$ cat src/rtl/sibs_pkg.sv
// ----------------------------------------------------------------------------
// sibs_pkg
// Shared types and constants for the signed integer to base symbols unit.
// ----------------------------------------------------------------------------
package sibs_pkg;

  localparam int MAX_SYMBOLS = 32;
  localparam int SYM_W       = 8;
  localparam int IDX_W       = $clog2(MAX_SYMBOLS);
  localparam int CNT_W       = IDX_W + 1;
  localparam int VAL_W       = 32;
  localparam int SLICE_W     = 8;
  localparam int DIV_STEPS   = VAL_W / SLICE_W;
  localparam int STEP_W      = $clog2(DIV_STEPS);
  localparam int Q_DEPTH     = 2;
  localparam int Q_PTR_W     = $clog2(Q_DEPTH);
  localparam int Q_CNT_W     = $clog2(Q_DEPTH + 1);

  localparam int CFG_IDX_W   = 3;
  localparam int CFG_DATA_W  = 64;
  localparam int BASE_W      = 6;

  localparam logic [CFG_IDX_W-1:0] CFG_BASE_SIZE = 3'd0;
  localparam logic [CFG_IDX_W-1:0] CFG_SYM_0     = 3'd1;
  localparam logic [CFG_IDX_W-1:0] CFG_SYM_8     = 3'd2;
  localparam logic [CFG_IDX_W-1:0] CFG_SYM_16    = 3'd3;
  localparam logic [CFG_IDX_W-1:0] CFG_SYM_24    = 3'd4;

  localparam logic [SYM_W-1:0] CHAR_PLUS  = 8'h2B;
  localparam logic [SYM_W-1:0] CHAR_MINUS = 8'h2D;

  localparam logic [BASE_W-1:0]     BASE_SIZE_RST = 6'd10;
  localparam logic [CFG_DATA_W-1:0] SYM_0_RST     = 64'h3736353433323130;
  localparam logic [CFG_DATA_W-1:0] SYM_8_RST     = 64'h0000000000003938;

  typedef logic [MAX_SYMBOLS-1:0][SYM_W-1:0] sym_tab_t;

  typedef struct packed {
    logic             neg;
    logic [VAL_W-1:0] mag;
    logic [CNT_W-1:0] len;
    logic             invalid;
  } job_t;

  typedef struct packed {
    logic full;
    logic empty;
  } q_stat_t;

endpackage

$ cat src/rtl/sibs_front.sv
// ----------------------------------------------------------------------------
// sibs_front
// Accepts an input item, forms sign and magnitude, and scans the alphabet
// one symbol a cycle for its length and validity.
// ----------------------------------------------------------------------------
module sibs_front (
  input  logic                                  clk,
  input  logic                                  rst,
  input  logic                                  s_tvalid,
  output logic                                  s_tready,
  input  logic [sibs_pkg::VAL_W-1:0]            s_tdata,
  input  logic [sibs_pkg::BASE_W-1:0]           base_size,
  input  sibs_pkg::sym_tab_t                    syms,
  output logic                                  push,
  output sibs_pkg::job_t                        job,
  input  sibs_pkg::q_stat_t                     q_stat
);
  import sibs_pkg::*;

  localparam logic [1:0] F_IDLE = 2'd0;
  localparam logic [1:0] F_SCAN = 2'd1;
  localparam logic [1:0] F_PUSH = 2'd2;

  logic [1:0]       state;
  logic [1:0]       state_next;
  logic             neg;
  logic [VAL_W-1:0] mag;
  logic [CNT_W-1:0] idx;
  logic             bad;
  logic [CNT_W-1:0] lim;
  logic [SYM_W-1:0] cur;
  logic             stop;
  logic             dup;

  assign lim  = (base_size > BASE_W'(MAX_SYMBOLS)) ? CNT_W'(MAX_SYMBOLS)
                                                   : CNT_W'(base_size);
  assign cur  = syms[idx[IDX_W-1:0]];
  assign stop = (idx == lim) || (idx == CNT_W'(MAX_SYMBOLS)) || (cur == '0);

  // compare the current symbol against every earlier one in parallel
  always_comb begin
    dup = 1'b0;
    for (int j = 0; j < MAX_SYMBOLS; j++) begin
      if ((CNT_W'(j) < idx) && (syms[j] == cur)) begin
        dup = 1'b1;
      end
    end
  end

  assign s_tready = (state == F_IDLE);
  assign push     = (state == F_PUSH) && !q_stat.full;

  assign job.neg     = neg;
  assign job.mag     = mag;
  assign job.len     = idx;
  assign job.invalid = bad || (idx < CNT_W'(2));

  always_comb begin
    state_next = state;
    unique case (state)
      F_IDLE: if (s_tvalid) state_next = F_SCAN;
      F_SCAN: if (stop) state_next = F_PUSH;
      F_PUSH: if (!q_stat.full) state_next = F_IDLE;
      default: state_next = F_IDLE;
    endcase
  end

  always_ff @(posedge clk) begin
    if (rst) begin
      state <= F_IDLE;
    end else begin
      state <= state_next;
    end
  end

  always_ff @(posedge clk) begin
    if (s_tvalid && s_tready) begin
      neg <= s_tdata[VAL_W-1];
      mag <= s_tdata[VAL_W-1] ? (~s_tdata + VAL_W'(1)) : s_tdata;
      idx <= '0;
      bad <= 1'b0;
    end else if ((state == F_SCAN) && !stop) begin
      bad <= bad || dup || (cur == CHAR_PLUS) || (cur == CHAR_MINUS);
      idx <= idx + CNT_W'(1);
    end
  end

endmodule

$ cat src/rtl/sibs_queue.sv
// ----------------------------------------------------------------------------
// sibs_queue
// Short job queue between the classifying front and the converting back.
// ----------------------------------------------------------------------------
module sibs_queue (
  input  logic               clk,
  input  logic               rst,
  input  logic               push,
  input  sibs_pkg::job_t     push_job,
  input  logic               pop,
  output sibs_pkg::job_t     head_job,
  output sibs_pkg::q_stat_t  q_stat
);
  import sibs_pkg::*;

  job_t               entries [Q_DEPTH];
  logic [Q_PTR_W-1:0] wr_ptr;
  logic [Q_PTR_W-1:0] rd_ptr;
  logic [Q_CNT_W-1:0] count;

  assign q_stat.full  = (count == Q_CNT_W'(Q_DEPTH));
  assign q_stat.empty = (count == '0);
  assign head_job     = entries[rd_ptr];

  always_ff @(posedge clk) begin
    if (rst) begin
      wr_ptr <= '0;
      rd_ptr <= '0;
      count  <= '0;
    end else begin
      if (push) begin
        wr_ptr <= (wr_ptr == Q_PTR_W'(Q_DEPTH - 1)) ? '0 : wr_ptr + Q_PTR_W'(1);
      end
      if (pop) begin
        rd_ptr <= (rd_ptr == Q_PTR_W'(Q_DEPTH - 1)) ? '0 : rd_ptr + Q_PTR_W'(1);
      end
      if (push && !pop) begin
        count <= count + Q_CNT_W'(1);
      end else if (pop && !push) begin
        count <= count - Q_CNT_W'(1);
      end
    end
  end

  always_ff @(posedge clk) begin
    if (push) begin
      entries[wr_ptr] <= push_job;
    end
  end

`ifndef SYNTHESIS
  a_no_overflow: assert property (@(posedge clk) disable iff (rst)
    push |-> (count < Q_CNT_W'(Q_DEPTH)) || pop)
    else $error("job queue written while full");
`endif

endmodule

$ cat src/rtl/sibs_back.sv
// ----------------------------------------------------------------------------
// sibs_back
// Converts one job: repeated division by the radix, eight quotient bits a
// cycle, digits kept on a stack, then emitted most significant first.
// ----------------------------------------------------------------------------
module sibs_back (
  input  logic                        clk,
  input  logic                        rst,
  input  sibs_pkg::sym_tab_t          syms,
  input  sibs_pkg::job_t              head_job,
  input  sibs_pkg::q_stat_t           q_stat,
  output logic                        pop,
  output logic                        m_tvalid,
  input  logic                        m_tready,
  output logic [sibs_pkg::SYM_W-1:0]  m_tdata,
  output logic                        m_tlast,
  output logic                        m_tuser
);
  import sibs_pkg::*;

  localparam logic [2:0] B_IDLE = 3'd0;
  localparam logic [2:0] B_DIV  = 3'd1;
  localparam logic [2:0] B_SIGN = 3'd2;
  localparam logic [2:0] B_EMIT = 3'd3;
  localparam logic [2:0] B_INV  = 3'd4;

  logic [2:0]         state;
  logic [2:0]         state_next;
  logic               neg;
  logic [CNT_W-1:0]   len;
  logic [VAL_W-1:0]   w;
  logic [VAL_W-1:0]   w_next;
  logic [IDX_W-1:0]   rem;
  logic [IDX_W-1:0]   rem_next;
  logic [SLICE_W-1:0] qbits;
  logic [STEP_W-1:0]  step;
  logic [CNT_W-1:0]   sp;
  logic [CNT_W-1:0]   sp_m1;
  logic [SYM_W-1:0]   stack [MAX_SYMBOLS];
  logic               out_free;
  logic               load;
  logic [SYM_W-1:0]   load_sym;
  logic               load_last;
  logic               load_inv;
  logic               digit_done;

  assign out_free   = !m_tvalid || m_tready;
  assign pop        = (state == B_IDLE) && !q_stat.empty;
  assign sp_m1      = sp - CNT_W'(1);
  assign digit_done = (state == B_DIV) && (step == STEP_W'(DIV_STEPS - 1));

  // restoring division over the top slice of the working word
  always_comb begin
    logic [IDX_W:0]   t;
    logic [IDX_W-1:0] r;
    r     = rem;
    qbits = '0;
    for (int k = 0; k < SLICE_W; k++) begin
      t = {r, w[VAL_W-1-k]};
      if (t >= len) begin
        qbits[SLICE_W-1-k] = 1'b1;
        t                  = t - len;
      end
      r = t[IDX_W-1:0];
    end
    rem_next = r;
    w_next   = {w[VAL_W-SLICE_W-1:0], qbits};
  end

  always_comb begin
    load      = 1'b0;
    load_sym  = '0;
    load_last = 1'b0;
    load_inv  = 1'b0;
    unique case (state)
      B_SIGN: begin
        load     = out_free;
        load_sym = CHAR_MINUS;
      end
      B_EMIT: begin
        load      = out_free;
        load_sym  = stack[sp_m1[IDX_W-1:0]];
        load_last = (sp == CNT_W'(1));
      end
      B_INV: begin
        load      = out_free;
        load_last = 1'b1;
        load_inv  = 1'b1;
      end
      default: begin
        load = 1'b0;
      end
    endcase
  end

  always_comb begin
    state_next = state;
    unique case (state)
      B_IDLE: if (pop) state_next = head_job.invalid ? B_INV : B_DIV;
      B_DIV:  if (digit_done && (w_next == '0)) state_next = neg ? B_SIGN : B_EMIT;
      B_SIGN: if (out_free) state_next = B_EMIT;
      B_EMIT: if (out_free && (sp == CNT_W'(1))) state_next = B_IDLE;
      B_INV:  if (out_free) state_next = B_IDLE;
      default: state_next = B_IDLE;
    endcase
  end

  always_ff @(posedge clk) begin
    if (rst) begin
      state    <= B_IDLE;
      sp       <= '0;
      m_tvalid <= 1'b0;
    end else begin
      state <= state_next;
      if (pop) begin
        sp <= '0;
      end else if (digit_done) begin
        sp <= sp + CNT_W'(1);
      end else if ((state == B_EMIT) && out_free) begin
        sp <= sp_m1;
      end
      if (load) begin
        m_tvalid <= 1'b1;
      end else if (m_tready) begin
        m_tvalid <= 1'b0;
      end
    end
  end

  always_ff @(posedge clk) begin
    if (pop) begin
      neg  <= head_job.neg;
      len  <= head_job.len;
      w    <= head_job.mag;
      rem  <= '0;
      step <= '0;
    end else if (state == B_DIV) begin
      w    <= w_next;
      step <= step + STEP_W'(1);
      rem  <= digit_done ? '0 : rem_next;
    end
    if (digit_done) begin
      stack[sp[IDX_W-1:0]] <= syms[rem_next];
    end
    if (load) begin
      m_tdata <= load_sym;
      m_tlast <= load_last;
      m_tuser <= load_inv;
    end
  end

`ifndef SYNTHESIS
  a_inv_shape: assert property (@(posedge clk) disable iff (rst)
    (m_tvalid && m_tuser) |-> (m_tlast && (m_tdata == '0)))
    else $error("invalid-base item must be a lone zero with last");
  a_div_radix: assert property (@(posedge clk) disable iff (rst)
    (state == B_DIV) |-> (len >= CNT_W'(2)))
    else $error("division started with a radix below two");
  a_stack_depth: assert property (@(posedge clk) disable iff (rst)
    sp <= CNT_W'(MAX_SYMBOLS))
    else $error("digit stack overflow");
`endif

endmodule

$ cat src/rtl/signed_int_to_base_symbols_unit.sv
// ----------------------------------------------------------------------------
// signed_int_to_base_symbols_unit
// Writes signed 32-bit values out as symbol bytes in a configured radix.
//
//   channel  dir  handshake          payload
//   s_*      in   s_tvalid/s_tready  value
//   m_*      out  m_tvalid/m_tready  symbol, last, invalid_base
//   cfg_*    in   cfg_we             register index, data
//
// The front scans the alphabet one symbol a cycle to find len and validity.
// The back divides the whole word for each digit, 8 quotient bits a cycle
// through the divider, then emits one output symbol a cycle while m_tready allows.
// Front and back overlap across items through a two-entry job queue.
// Reset is synchronous; config takes effect from reset values right away.
// A stalled output holds the back; the front keeps going until the queue fills.
// ----------------------------------------------------------------------------
module signed_int_to_base_symbols_unit (
  input  logic                                 clk,
  input  logic                                 rst,
  input  logic                                 s_tvalid,
  output logic                                 s_tready,
  input  logic [sibs_pkg::VAL_W-1:0]           s_tdata,    // value
  output logic                                 m_tvalid,
  input  logic                                 m_tready,
  output logic [sibs_pkg::SYM_W-1:0]           m_tdata,    // symbol
  output logic                                 m_tlast,
  output logic                                 m_tuser,    // invalid_base
  input  logic                                 cfg_we,
  input  logic [sibs_pkg::CFG_IDX_W-1:0]       cfg_index,
  input  logic [sibs_pkg::CFG_DATA_W-1:0]      cfg_data
);
  import sibs_pkg::*;

  logic [BASE_W-1:0] base_size;
  sym_tab_t          syms;
  logic              push;
  logic              pop;
  job_t              push_job;
  job_t              head_job;
  q_stat_t           q_stat;

  always_ff @(posedge clk) begin
    if (rst) begin
      base_size   <= BASE_SIZE_RST;
      syms[7:0]   <= SYM_0_RST;
      syms[15:8]  <= SYM_8_RST;
      syms[23:16] <= '0;
      syms[31:24] <= '0;
    end else if (cfg_we) begin
      unique case (cfg_index)
        CFG_BASE_SIZE: base_size   <= cfg_data[BASE_W-1:0];
        CFG_SYM_0:     syms[7:0]   <= cfg_data;
        CFG_SYM_8:     syms[15:8]  <= cfg_data;
        CFG_SYM_16:    syms[23:16] <= cfg_data;
        CFG_SYM_24:    syms[31:24] <= cfg_data;
        default: begin
          base_size <= base_size;
        end
      endcase
    end
  end

  sibs_front u_front (
    .clk       (clk),
    .rst       (rst),
    .s_tvalid  (s_tvalid),
    .s_tready  (s_tready),
    .s_tdata   (s_tdata),
    .base_size (base_size),
    .syms      (syms),
    .push      (push),
    .job       (push_job),
    .q_stat    (q_stat)
  );

  sibs_queue u_queue (
    .clk      (clk),
    .rst      (rst),
    .push     (push),
    .push_job (push_job),
    .pop      (pop),
    .head_job (head_job),
    .q_stat   (q_stat)
  );

  sibs_back u_back (
    .clk      (clk),
    .rst      (rst),
    .syms     (syms),
    .head_job (head_job),
    .q_stat   (q_stat),
    .pop      (pop),
    .m_tvalid (m_tvalid),
    .m_tready (m_tready),
    .m_tdata  (m_tdata),
    .m_tlast  (m_tlast),
    .m_tuser  (m_tuser)
  );

endmodule
$ cat config.mk
export PLATFORM = sky130hd
export DESIGN_NAME = signed_int_to_base_symbols_unit
export DESIGN_NICKNAME = d
export VERILOG_FILES = /design/src/rtl/sibs_pkg.sv /design/src/rtl/sibs_front.sv /design/src/rtl/sibs_queue.sv /design/src/rtl/sibs_back.sv /design/src/rtl/signed_int_to_base_symbols_unit.sv
export SDC_FILE = /design/constraint.sdc
export NUM_CORES = 2
export LEC_CHECK = 0
export CAP_MARGIN = 5
export CORE_ASPECT_RATIO = 0.8
export CORE_UTILIZATION = 45
export CTS_BUF_LIST = sky130_fd_sc_hd__clkbuf_4 sky130_fd_sc_hd__clkbuf_8
export DETAILED_ROUTE_END_ITERATION = 8
export DONT_BUFFER_PORTS = 1
export PLACE_DENSITY_LB_ADDON = 0.15
export SYNTH_ARGS = -nofsm -noshare
export SYNTH_HDL_FRONTEND = slang
export SYNTH_SLANG_ARGS = --single-unit
$ cat constraint.sdc
create_clock -name clk -period 22.8 [get_ports clk]
set_input_delay 4.56 -clock clk [delete_from_list [all_inputs] [get_ports clk]]
set_output_delay 4.56 -clock clk [all_outputs]
set_load 0.05 [all_outputs]
==> out/qor.txt <==
Status = completed
Slowest Stage Delay on Critical Path = 0.78 ns
Worst hold endpoint = u_queue.entries[0][20]
Top cell type's share of synthesized area = 34.1%
CTS clk-pin slew, worst paths = 0.07 ns
Max-cap violations = 0
Mapped cell area = 36900 sq um
CTS Hold Buffers Added = 0
Fmax achieved = 0.0527 GHz
Tcrit/Tclk final = 83.2%
Seq/Total Area, Yosys = 50.0%
Layout cell share with drive strength beyond 1 = 15.7%
Synth Register Bits = 711
Dominant cell type by area after synthesis = edfxtp_1
Total wire length = 125000 um
Post-CTS setup buffer count = 0
Slew at the pin with the worst max-slew slack = 1.27 ns
Core footprint = 80800 sq um
CTS max path bufs = 3
Kind of critical path = reg -> reg
Fin crit period = 18.96 ns
RR Startpoint = u_back.len[1]
Clk_lat worst skew = 0.79 ns
Reg2reg end = u_back.stack[21][4]
CP arrival = 19.48 ns
Most frequent cells in the layout = nand2_1 (629), edfxtp_1 (418), dfxtp_1 (289)
# IOs = 116
Critical Path RT = 23.31 ns
Count of input and output buffers = 0
RSZ-0062 raised after global routing = false
Slew margin rel. = 14.9%
Syn Inst Count = 3366
Grt ovf = 0
Final ANT Viol Nets = 0
Max FO, Critical Path = 108
CTS buffer count = 113
Chip width = 322 um
Most common cell after layout, fill and taps aside = nand2_1
CP startpoint kind = register
Root Driver = clkbuf_8
Via count of the first global-routing pass = 26200
CTS Sinks = 711
Vias per cell = 6.01
Final setup margin = 3.84 ns
Syn. warnings = 0
Initial antenna violation count = 3
H-tree lvl count = 3
Tot GR Track Use = 29.9%
Drt drc = 0
Clock skew = 0.0684 ns
Area grow syn2layout = 9.54%
Most used cell, CP = o21ai_0
Hold Crit Start = u_front.mag[13]
Die area = 83100 sq um
Post-placement setup slack = 4.12 ns
Iter 0 DRT Violations = 3280
R2R cell count = 66
Fin Setup TNS = 0 ns
CTS-repair resized insts = 0
Global placement routability congestion = 0.998
Post-synth EDFFs = 418
Post-DP HPWL = 87000 um
Slew Viols, Final = 0
Mapped Nets = 3537
Final #Nets = 3491
Synth top area cells = edfxtp_1 (34%), dfxtp_1 (16%), mux4_2 (7.4%)
R2r setup slk = 3.84 ns
Final setup fails = 0
First-pass GRT wire length = 181000 um
Initial Utilization = 45.6%
Vias = 27100
1st-pass router iterations = 8
CP max stage cell = edfxtp_1
Largest net degree at the start of global routing = 280
Final hold vios = 0
Async SR Flop Fraction = 0%
Leading register cell type out of synthesis = edfxtp_1
Crit. End Element = register
Die height = 258 um
CTS tree = yes
Syn avg cell area = 10.9 sq um
Rows = 93
Routed wire per std cell = 27.8 um
Synth unique cells = 78
Tightest Hold Check Type = reg -> reg
WHS Path Cells = 0
-- cells by family after synthesis --
kind of cell / share of synthesized area (%)
fa+ha+maj: 2.44
buf+inv: 3.35
flops: 50.0
simple gates: 12.6
mux: 14.3
xor+xnor: 7.70
compound gates: 9.69
-- stage by stage --
step	instances	cell area [sq um]	hold WS, ns	util (%)
detailed placement	4297	37800	0.434	46.9
floorplan	3366	36900	0.421	-
global route	4509	40400	0.454	50.0
finish	4510	40400	0.447	50.0
CTS	4508	40400	0.443	50.0
global placement	4297	37800	0.428	46.9
-- worst max-delay path by stage --
| stage | from | end | slack, ns | cells past startpoint |
|---|---|---|---|---|
| finish | u_back.len[1] | u_back.stack[21][4] | 3.84 | 66 |
| global placement | u_back.len[1] | u_back.stack[19][2] | 4.53 | 67 |
| detailed placement | u_back.len[1] | u_back.stack[10][4] | 4.12 | 67 |
| CTS | u_back.len[1] | u_back.stack[21][4] | 3.99 | 66 |
| floorplan | u_back.len[1] | u_back.stack[0][6] | 5.81 | 68 |
| global route | u_back.len[1] | u_back.stack[21][4] | 2.33 | 67 |
-- area by class of cell --
type	instances	area, sq um
fill	7274	40400
sequential	711	18400
multi-input combinational	2381	17400
clock buffer	168	2090
tap	1092	1370
timing repair buffer	68	523
clock inverter	43	430
inverter	45	169
antenna	2	5.00
-- registers in the layout, indices dropped and copies added (netlist names), 2 cells and up, named ones only --
name,cells
syms,256
u_back.stack,256
u_queue.entries,80
u_back.w,32
u_front.mag,32
u_back.m_tdata,8
base_size,6
u_back.len,6
u_back.sp,6
u_front.idx,6
u_back.rem,5
u_back.state,3
u_back.step,2
u_front.state,2
u_queue.count,2
-- synth_stat cells, types with 25 or more instances --
cell	instances
nand2_1	629
edfxtp_1	418
dfxtp_1	293
a21oi_1	288
xnor2_1	189
mux2i_1	157
clkbuf_1	143
xor2_1	135
nor2_1	127
mux4_2	121
o21ai_0	97
mux2_2	86
a211oi_1	73
ha_1	59
nor4_1	44
nand3b_1	42
inv_1	41
nand4_1	37
nor3_1	35
nand3_1	29
buf_2	27
buf_1	25
nor2b_1	25
-- critical path, delay by kind of cell (launching register included) --
family	cells	cell delay (ns)
buffers and inverters	4	1.86
adders and majority gates	8	2.95
AOI/OAI and AO/OA	31	7.32
muxes	4	1.60
DFF	1	0.78
and+or+nand+nor	19	4.07
-- layer usage --
metal / track usage (%) / up-vias / wire (um)
met5: 0 / - / 27
li1: - / 12100 / -
met4: 8.45 / 4 / 3290
met2: 46.0 / 1226 / 56800
met3: 5.54 / 181 / 10400
met1: 43.2 / 13600 / 54800
Power is left out: the tool's default activity adds up to more than one toggle a clock period on the data nets, which glitch-free logic cannot reach.
